### config.mk
export PLATFORM = sky130hd
export DESIGN_NAME = iou_box_matcher_unit
export DESIGN_NICKNAME = d
export VERILOG_FILES = /design/src/sv/iou_bm_pkg.sv /design/src/sv/iou_bm_ram.sv /design/src/sv/iou_box_matcher_unit.sv
export SDC_FILE = /design/constraint.sdc
export NUM_CORES = 2
export LEC_CHECK = 0
export BUFFER_PORTS_ARGS = -buffer_cell sky130_fd_sc_hd__buf_4
export CELL_PAD_IN_SITES_DETAIL_PLACEMENT = 1
export CELL_PAD_IN_SITES_GLOBAL_PLACEMENT = 1
export CORE_MARGIN = 2
export CORE_UTILIZATION = 30
export CTS_BUF_LIST = sky130_fd_sc_hd__clkbuf_8
export DETAILED_ROUTE_END_ITERATION = 10
export GPL_TIMING_DRIVEN = 0
export PLACE_DENSITY = 0.62
export SLEW_MARGIN = 20
export SYNTH_ARGS = -nofsm -noshare
export SYNTH_HDL_FRONTEND = slang
export SYNTH_HIERARCHICAL = 1
export SYNTH_SLANG_ARGS = --single-unit
### constraint.sdc
create_clock -name clk_i -period 17.44 [get_ports clk_i]
set_input_delay 1.744 -clock clk_i [delete_from_list [all_inputs] [get_ports clk_i]]
set_output_delay 1.744 -clock clk_i [all_outputs]
set_load 0.05 [all_outputs]
### src/sv/iou_bm_pkg.sv
// Package for the box overlap matcher: sizes, op codes, box record and sequencer states.
// Used by the top level and its checker; depends on nothing else.
`default_nettype none

package iou_bm_pkg;

  localparam int MAX_BOXES  = 16;
  localparam int COORD_BITS = 12;

  localparam int IDX_W   = (MAX_BOXES > 1) ? $clog2(MAX_BOXES) : 1;
  localparam int EDGE_W  = COORD_BITS + 1;
  localparam int AREA_W  = 2 * EDGE_W;
  localparam int PROD_W  = 2 * AREA_W;
  localparam int BOX_W   = 4 * COORD_BITS;

  localparam int FIELD_W  = 12;
  localparam int SLOT_W   = 4;
  localparam int OP_W     = 2;
  localparam int THRESH_W = 16;

  localparam int ADDR_W    = 3;
  localparam int DATA_W    = 32;
  localparam int REG_IDX_W = ADDR_W - 2;

  localparam logic [REG_IDX_W-1:0] REG_MATCH_THRESHOLD = REG_IDX_W'(0);
  localparam logic [THRESH_W-1:0]  THRESH_RESET        = 16'd36045;
  localparam logic [AREA_W-1:0]    RATIO_ONE           = AREA_W'(65536);

  typedef enum logic [OP_W-1:0] {
    OP_WRITE = 2'd0,
    OP_INVAL = 2'd1,
    OP_QUERY = 2'd2
  } op_e;

  typedef struct packed {
    logic [COORD_BITS-1:0] x;
    logic [COORD_BITS-1:0] y;
    logic [COORD_BITS-1:0] w;
    logic [COORD_BITS-1:0] h;
  } box_t;

  typedef enum logic [3:0] {
    S_IDLE,
    S_SCAN,
    S_EDGE,
    S_MUL_I,
    S_MUL_U,
    S_MUL_A,
    S_MUL_B,
    S_CMP,
    S_DONE
  } state_e;

endpackage

`default_nettype wire

### src/sv/iou_bm_ram.sv
// Generic single-port-write, single-port-read RAM with a registered read.
// Stands alone; it depends on no package.
`default_nettype none

module iou_bm_ram #(
  parameter int WIDTH = 8,
  parameter int DEPTH = 16
) (
  input  wire logic                                    clk_i,
  input  wire logic                                    we_i,
  input  wire logic [((DEPTH > 1) ? $clog2(DEPTH) : 1)-1:0] waddr_i,
  input  wire logic [WIDTH-1:0]                        wdata_i,
  input  wire logic                                    re_i,
  input  wire logic [((DEPTH > 1) ? $clog2(DEPTH) : 1)-1:0] raddr_i,
  output logic      [WIDTH-1:0]                        rdata_o
);

  logic [WIDTH-1:0] mem_q [DEPTH];

  always_ff @(posedge clk_i) begin
    if (we_i) begin
      mem_q[waddr_i] <= wdata_i;
    end
    if (re_i) begin
      rdata_o <= mem_q[raddr_i];
    end
  end

endmodule

`default_nettype wire

### src/sv/iou_box_matcher_unit.sv
// Top level of the box overlap matcher: table of tracked boxes, scan sequencer and
// shared multiplier. Depends on iou_bm_pkg and iou_bm_ram.
`default_nettype none

// A write or invalidate item passes through the done state into the output register once
// accepted. A query walks the table slot by slot through one shared multiplier that forms
// the intersection area, the union area and both cross products in turn; a valid slot
// whose union area is zero, as when both boxes are empty, skips the cross products.
// The input is stalled while an item is at work; a finished result waits in the output
// register, so the next item can be taken while it is still stalled downstream.
module iou_box_matcher_unit (
  input  wire logic                              clk_i,
  input  wire logic                              rst_ni,

  input  wire logic                              in_valid_i,
  output logic                                   in_stall_o,
  input  wire logic [iou_bm_pkg::OP_W-1:0]       op_i,
  input  wire logic [iou_bm_pkg::SLOT_W-1:0]     slot_i,
  input  wire logic [iou_bm_pkg::FIELD_W-1:0]    box_x_i,
  input  wire logic [iou_bm_pkg::FIELD_W-1:0]    box_y_i,
  input  wire logic [iou_bm_pkg::FIELD_W-1:0]    box_w_i,
  input  wire logic [iou_bm_pkg::FIELD_W-1:0]    box_h_i,

  output logic                                   out_valid_o,
  input  wire logic                              out_stall_i,
  output logic                                   found_o,
  output logic [iou_bm_pkg::SLOT_W-1:0]          match_slot_o,

  input  wire logic                              psel,
  input  wire logic                              penable,
  input  wire logic                              pwrite,
  input  wire logic [iou_bm_pkg::ADDR_W-1:0]     paddr,
  input  wire logic [iou_bm_pkg::DATA_W-1:0]     pwdata,
  output logic      [iou_bm_pkg::DATA_W-1:0]     prdata,
  output logic                                   pready
);

  localparam int IW = iou_bm_pkg::IDX_W;
  localparam int EW = iou_bm_pkg::EDGE_W;
  localparam int AW = iou_bm_pkg::AREA_W;
  localparam int PW = iou_bm_pkg::PROD_W;
  localparam int CB = iou_bm_pkg::COORD_BITS;

  iou_bm_pkg::state_e state_q, state_d;

  logic [iou_bm_pkg::THRESH_W-1:0] thresh_q;
  logic [iou_bm_pkg::MAX_BOXES-1:0] slot_valid_q;
  logic [IW-1:0] scan_idx_q;
  logic          found_q;
  logic [IW-1:0] best_slot_q;
  logic [AW-1:0] best_i_q, best_u_q;
  logic [AW-1:0] area_i_q, area_u_q;
  logic [PW-1:0] cross_a_q, cross_b_q;
  logic [EW-1:0] iw_q, ih_q, uw_q, uh_q;
  iou_bm_pkg::box_t query_q;

  logic out_valid_q, out_found_q;
  logic [iou_bm_pkg::SLOT_W-1:0] out_slot_q;

  logic in_accept, cfg_write, slot_in_range, scan_last, out_load, ram_re;
  iou_bm_pkg::box_t in_box, tbl_box;
  logic [iou_bm_pkg::BOX_W-1:0] ram_rdata;
  logic [AW-1:0] mul_a, mul_b;
  logic [PW-1:0] mul_p;

  assign in_accept     = in_valid_i && !in_stall_o;
  assign slot_in_range = 32'(slot_i) < 32'(iou_bm_pkg::MAX_BOXES);
  assign scan_last     = scan_idx_q == IW'(iou_bm_pkg::MAX_BOXES - 1);
  assign out_load      = (state_q == iou_bm_pkg::S_DONE) && (!out_valid_q || !out_stall_i);

  assign in_box.x = CB'(box_x_i);
  assign in_box.y = CB'(box_y_i);
  assign in_box.w = CB'(box_w_i);
  assign in_box.h = CB'(box_h_i);
  assign tbl_box  = iou_bm_pkg::box_t'(ram_rdata);

  assign cfg_write = psel && penable && pwrite && pready;
  assign pready    = 1'b1;

  always_comb begin
    if (paddr[iou_bm_pkg::ADDR_W-1:2] == iou_bm_pkg::REG_MATCH_THRESHOLD) begin
      prdata = iou_bm_pkg::DATA_W'(thresh_q);
    end else begin
      prdata = '0;
    end
  end

  iou_bm_ram #(
    .WIDTH (iou_bm_pkg::BOX_W),
    .DEPTH (iou_bm_pkg::MAX_BOXES)
  ) u_box_table (
    .clk_i   (clk_i),
    .we_i    (in_accept && (op_i == iou_bm_pkg::OP_WRITE) && slot_in_range),
    .waddr_i (IW'(slot_i)),
    .wdata_i (in_box),
    .re_i    (ram_re),
    .raddr_i (scan_idx_q),
    .rdata_o (ram_rdata)
  );

  // Intersection and bounding-rectangle edges of the query against the table entry.
  logic [EW-1:0] qx, qy, qe, qf, tx, ty, te, tf;
  logic [EW-1:0] ix0, ix1, iy0, iy1, iw_d, ih_d, uw_d, uh_d;
  logic          q_empty, t_empty;

  always_comb begin
    qx = EW'(query_q.x);
    qy = EW'(query_q.y);
    tx = EW'(tbl_box.x);
    ty = EW'(tbl_box.y);
    qe = qx + EW'(query_q.w);
    qf = qy + EW'(query_q.h);
    te = tx + EW'(tbl_box.w);
    tf = ty + EW'(tbl_box.h);
    q_empty = (query_q.w == '0) || (query_q.h == '0);
    t_empty = (tbl_box.w == '0) || (tbl_box.h == '0);

    ix0 = (qx > tx) ? qx : tx;
    ix1 = (qe < te) ? qe : te;
    iy0 = (qy > ty) ? qy : ty;
    iy1 = (qf < tf) ? qf : tf;
    iw_d = (ix1 > ix0) ? (ix1 - ix0) : '0;
    ih_d = (iy1 > iy0) ? (iy1 - iy0) : '0;

    if (q_empty) begin
      uw_d = EW'(tbl_box.w);
      uh_d = EW'(tbl_box.h);
    end else if (t_empty) begin
      uw_d = EW'(query_q.w);
      uh_d = EW'(query_q.h);
    end else begin
      uw_d = ((qe > te) ? qe : te) - ((qx < tx) ? qx : tx);
      uh_d = ((qf > tf) ? qf : tf) - ((qy < ty) ? qy : ty);
    end
  end

  always_comb begin
    state_d = state_q;
    unique case (state_q)
      iou_bm_pkg::S_IDLE: begin
        if (in_accept) begin
          state_d = (op_i == iou_bm_pkg::OP_QUERY) ? iou_bm_pkg::S_SCAN : iou_bm_pkg::S_DONE;
        end
      end
      iou_bm_pkg::S_SCAN: begin
        if (slot_valid_q[scan_idx_q]) begin
          state_d = iou_bm_pkg::S_EDGE;
        end else if (scan_last) begin
          state_d = iou_bm_pkg::S_DONE;
        end
      end
      iou_bm_pkg::S_EDGE:  state_d = iou_bm_pkg::S_MUL_I;
      iou_bm_pkg::S_MUL_I: state_d = iou_bm_pkg::S_MUL_U;
      iou_bm_pkg::S_MUL_U: state_d = iou_bm_pkg::S_MUL_A;
      iou_bm_pkg::S_MUL_A: begin
        if (area_u_q == '0) begin
          state_d = scan_last ? iou_bm_pkg::S_DONE : iou_bm_pkg::S_SCAN;
        end else begin
          state_d = iou_bm_pkg::S_MUL_B;
        end
      end
      iou_bm_pkg::S_MUL_B: state_d = iou_bm_pkg::S_CMP;
      iou_bm_pkg::S_CMP: begin
        state_d = scan_last ? iou_bm_pkg::S_DONE : iou_bm_pkg::S_SCAN;
      end
      iou_bm_pkg::S_DONE: begin
        if (out_load) begin
          state_d = iou_bm_pkg::S_IDLE;
        end
      end
      default: state_d = iou_bm_pkg::S_IDLE;
    endcase
  end

  always_comb begin
    in_stall_o = state_q != iou_bm_pkg::S_IDLE;
    ram_re     = state_q == iou_bm_pkg::S_SCAN;
    mul_a      = '0;
    mul_b      = '0;
    unique case (state_q)
      iou_bm_pkg::S_MUL_I: begin
        mul_a = AW'(iw_q);
        mul_b = AW'(ih_q);
      end
      iou_bm_pkg::S_MUL_U: begin
        mul_a = AW'(uw_q);
        mul_b = AW'(uh_q);
      end
      iou_bm_pkg::S_MUL_A: begin
        mul_a = area_i_q;
        mul_b = best_u_q;
      end
      iou_bm_pkg::S_MUL_B: begin
        mul_a = best_i_q;
        mul_b = area_u_q;
      end
      default: begin
        mul_a = '0;
        mul_b = '0;
      end
    endcase
    mul_p = PW'(mul_a) * PW'(mul_b);
  end

  logic scan_step;
  assign scan_step = ((state_q == iou_bm_pkg::S_SCAN) && !slot_valid_q[scan_idx_q]) ||
                     ((state_q == iou_bm_pkg::S_MUL_A) && (area_u_q == '0)) ||
                     (state_q == iou_bm_pkg::S_CMP);

  logic better;
  assign better = (state_q == iou_bm_pkg::S_CMP) && (cross_a_q > cross_b_q);

  always_ff @(posedge clk_i or negedge rst_ni) begin
    if (!rst_ni) begin
      state_q      <= iou_bm_pkg::S_IDLE;
      thresh_q     <= iou_bm_pkg::THRESH_RESET;
      slot_valid_q <= '0;
      scan_idx_q   <= '0;
      found_q      <= 1'b0;
      best_slot_q  <= '0;
      out_valid_q  <= 1'b0;
    end else begin
      state_q <= state_d;
      if (cfg_write && (paddr[iou_bm_pkg::ADDR_W-1:2] == iou_bm_pkg::REG_MATCH_THRESHOLD)) begin
        thresh_q <= pwdata[iou_bm_pkg::THRESH_W-1:0];
      end
      if (in_accept && slot_in_range) begin
        if (op_i == iou_bm_pkg::OP_WRITE) begin
          slot_valid_q[IW'(slot_i)] <= 1'b1;
        end else if (op_i == iou_bm_pkg::OP_INVAL) begin
          slot_valid_q[IW'(slot_i)] <= 1'b0;
        end
      end
      if (in_accept) begin
        scan_idx_q  <= '0;
        found_q     <= 1'b0;
        best_slot_q <= '0;
      end else begin
        if (scan_step && !scan_last) begin
          scan_idx_q <= scan_idx_q + IW'(1);
        end
        if (better) begin
          found_q     <= 1'b1;
          best_slot_q <= scan_idx_q;
        end
      end
      if (out_load) begin
        out_valid_q <= 1'b1;
      end else if (!out_stall_i) begin
        out_valid_q <= 1'b0;
      end
    end
  end

  always_ff @(posedge clk_i) begin
    if (in_accept) begin
      query_q  <= in_box;
      best_i_q <= AW'(thresh_q);
      best_u_q <= iou_bm_pkg::RATIO_ONE;
    end
    if (state_q == iou_bm_pkg::S_EDGE) begin
      iw_q <= iw_d;
      ih_q <= ih_d;
      uw_q <= uw_d;
      uh_q <= uh_d;
    end
    if (state_q == iou_bm_pkg::S_MUL_I) begin
      area_i_q <= mul_p[AW-1:0];
    end
    if (state_q == iou_bm_pkg::S_MUL_U) begin
      area_u_q <= mul_p[AW-1:0];
    end
    if (state_q == iou_bm_pkg::S_MUL_A) begin
      cross_a_q <= mul_p;
    end
    if (state_q == iou_bm_pkg::S_MUL_B) begin
      cross_b_q <= mul_p;
    end
    if (better) begin
      best_i_q <= area_i_q;
      best_u_q <= area_u_q;
    end
    if (out_load) begin
      out_found_q <= found_q;
      out_slot_q  <= found_q ? iou_bm_pkg::SLOT_W'(best_slot_q) : '0;
    end
  end

  assign out_valid_o  = out_valid_q;
  assign found_o      = out_found_q;
  assign match_slot_o = out_slot_q;

endmodule

`default_nettype wire

==> impl_metrics.ini <==
[run_status]
status = finished clean

[clock_network]
cts_buffers = 187
cts.sinks = 1175
insertion_delay_ps = 950
cts_tree = yes
clk_pin_slew_ps = 60
hold_buffers = 0
cts-resized-gates = 0
post_cts_buffers = 0
cts_max_path_buffers = 3
h-tree-depth = 4
clockRootBuffer = clkbuf_8

[layout]
nFillCells = 25900
final_common_cell = edfxtp_1
nNetsFinal = 7113
area_delta_synth_final_pct = 13.0
final_cell_mix = 1129 x edfxtp_1, 826 x inv_1, 582 x fa_1, 552 x nand2_1, 428 x nor2_1
drive_gt1_share_pct = 12.8

[floorplan]
die-area_um2 = 247000
rows = 180
die_h_um = 497
ios = 136
die_w_um = 497
initial_core_util_pct = 30.2
coreArea_um2 = 241000

[drt]
final_antenna_net_count = 0
routedWlPerCell_um = 25.2
drt_iter0_markers = 3540
via_per_inst = 5.00
drt-pass1-iter-count = 7
route.detailed.drc = 0
vias = 46800
wl_um = 236000

[grt]
grt_pass1_wl_um = 346000
grt_pass1_vias = 51100
grt_max_degree = 56
grt_antenna_before_repair = 14
groute.usage.overall_pct = 18.9
grt_overflow = 0

[synthesis]
synth_ff_type = edfxtp_1
synth_area_um2 = 72900
yosysSeqAreaShare_pct = 48.1
async_flop_share_pct = 3.91
synth_area_leaders = edfxtp_1 46%, fa_1 16%, ha_1 6.7%
yosysTopAreaCell = edfxtp_1
ys_types = 78
synth_top_area_share_pct = 46.5
synth_edf_count = 1129
yosysWarnings = 6
ys_ff_latch = 1175
avgSynthCellArea_um2 = 12.9
synthCells = 5660

[setup_path]
cp_slowest_cell = a211oi_1
endpoint_kind = flop
critPathMaxStageDelay_ps = 970
critical_path_class = reg2reg
critical_path_arrival_ps = 12120
cp_max_fo = 10
start_kind = flop
timing.critical_path.mode_cell = fa_1
required_ps = 18120
reg2regPathDepth = 29

[timing]
tightest_slew_ps = 1260
setup_slack_ps = 6000
fmax_ghz = 0.0874
worst_slew_margin_rel_pct = 15.4
final_max_slew_viol_count = 0
setup_violations = 0
min_period_ps = 11440
finalCritPeriodShare_pct = 65.6
rsz0062_at_grt = false
whs_ps = 506
tns_ps = 0
final_hold_viol_count = 0
clock_skew_ps = 79.3

[placed_design]
dp_hpwl_um = 188000
place_ws_ps = 6180
place_congestion = 0.944
port-buffer-count = 99

[power_and_ir_drop]
powerDensity_nw_per_um2 = 118
ir_drop_mv = 0.0970
total_leakage_power_nw = 32.1
p_total_w = 0.00969

[worst_hold_path]
min_path_cells = 1
hold_class = reg2reg

[job]
drv_cap = 0
## critical path, delay by kind of cell (launching register included)
kind / cells / cell delay [ps]
adders and majority gates: 8 / 4100
AOI/OAI and AO/OA: 6 / 2310
and+or+nand+nor: 6 / 2250
buffers and inverters: 8 / 2030
DFF: 1 / 360
xor gates and xnor gates: 1 / 150
## through the flow
step           utilization, %  cell area (um^2)  cells
6_report                 34.2             82400   9367
5_1_grt                  34.1             82400   9366
4_1_cts                  34.1             82400   9364
3_5_place_dp             32.7             79000   9041
3_3_place_gp             32.2             77700   8959
2_1_floorplan               -             73000   5675
## cell type report
| cell class | instances | area [um^2] | share of cell area, % |
|---|---|---|---|
| Multi-Input combinational cell | 3470 | 34100 | 41.4 |
| Antenna cell | 3 | 7.51 | 0.00911 |
| Tap cell | 3185 | 3990 | 4.84 |
| Inverter | 778 | 2930 | 3.55 |
| Sequential cell | 1175 | 35100 | 42.6 |
| Timing Repair Buffer | 181 | 1790 | 2.17 |
| Clock buffer | 189 | 2600 | 3.16 |
| Clock inverter | 134 | 802 | 0.974 |
| Buffer | 252 | 1110 | 1.35 |
## final timing paths
path / from / slack, ps / endpoint
setup / recovery: state_q[1] / 6000 / cross_b_q[44]
hold / removal: flop / 510 / flop
setup reg to reg: state_q[1] / 6000 / cross_b_q[44]
hold reg to reg: flop / 510 / flop
max in group asynchronous: rst_ni / 16170 / scan_idx_q[3]
min in group asynchronous: rst_ni / 820 / thresh_q[12]
## sequential cells by signal, summed over array words and instances (netlist names), named ones only
register             flops
best_u_q                26
match_slot_o             4
cross_b_q               52
best_i_q                26
area_i_q                26
u_box_table/mem_q      768
cross_a_q               52
found_o                  1
uh_q                    13
ih_q                    13
query_q                 48
scan_idx_q               4
area_u_q                26
thresh_q                16
uw_q                    13
out_valid_o              1
state_q                  4
found_q                  1
iw_q                    13
best_slot_q              4
u_box_table/rdata_o     48
## metal layers
metal  vias up  share of wire (%)  track usage (%)
li1      20500                  -                -
met4        12                4.3             7.70
met5         -              0.036                0
met1     24500                 40             23.2
met2      1429                 50             32.8
met3       429                5.7             3.40
## Yosys cell counts, types with 10 or more instances
library cell	instances
edfxtp_1	1129
inv_1	777
fa_1	582
nand2_1	552
nor2_1	440
ha_1	390
mux4_2	196
clkbuf_1	179
a22oi_1	169
a21oi_1	158
o21ai_0	121
a21o_1	93
xnor2_1	82
and2_1	67
mux2_2	61
mux2i_1	51
nor2b_1	49
nor3_1	48
dfrtp_1	38
buf_4	36
nand4_1	35
nand2b_1	34
xor2_1	33
a22o_1	31
nand3_1	29
nor4_1	27
buf_1	19
o21a_1	19
buf_2	18
a31oi_1	15
or2_2	13
or3_1	13
a21boi_0	12
o21bai_1	12
a221oi_1	11
and3_1	10
## report_power, final
group / total, W / leakage, nW / internal, W / switching (W)
clock: 0.00220 / 1.92 / 0.00107 / 0.00113
sequential: 0.00355 / 11.0 / 0.00340 / 0.000148
combinational: 0.00394 / 19.2 / 0.00162 / 0.00232
## kinds of logic (layout without fill, tap and decap cells)
group	count (synthesis)	count (layout)	synth area share, %
mux	310	310	7.73
flops	1175	1175	48.1
simple gates	1342	1342	8.04
fa+ha+maj	972	972	22.7
compound gates	714	714	6.56
xor+xnor	115	115	1.38
buf+inv	1030	1534	5.52
other cells	2	20	0.0103
(Power assumes the default switching activity.)
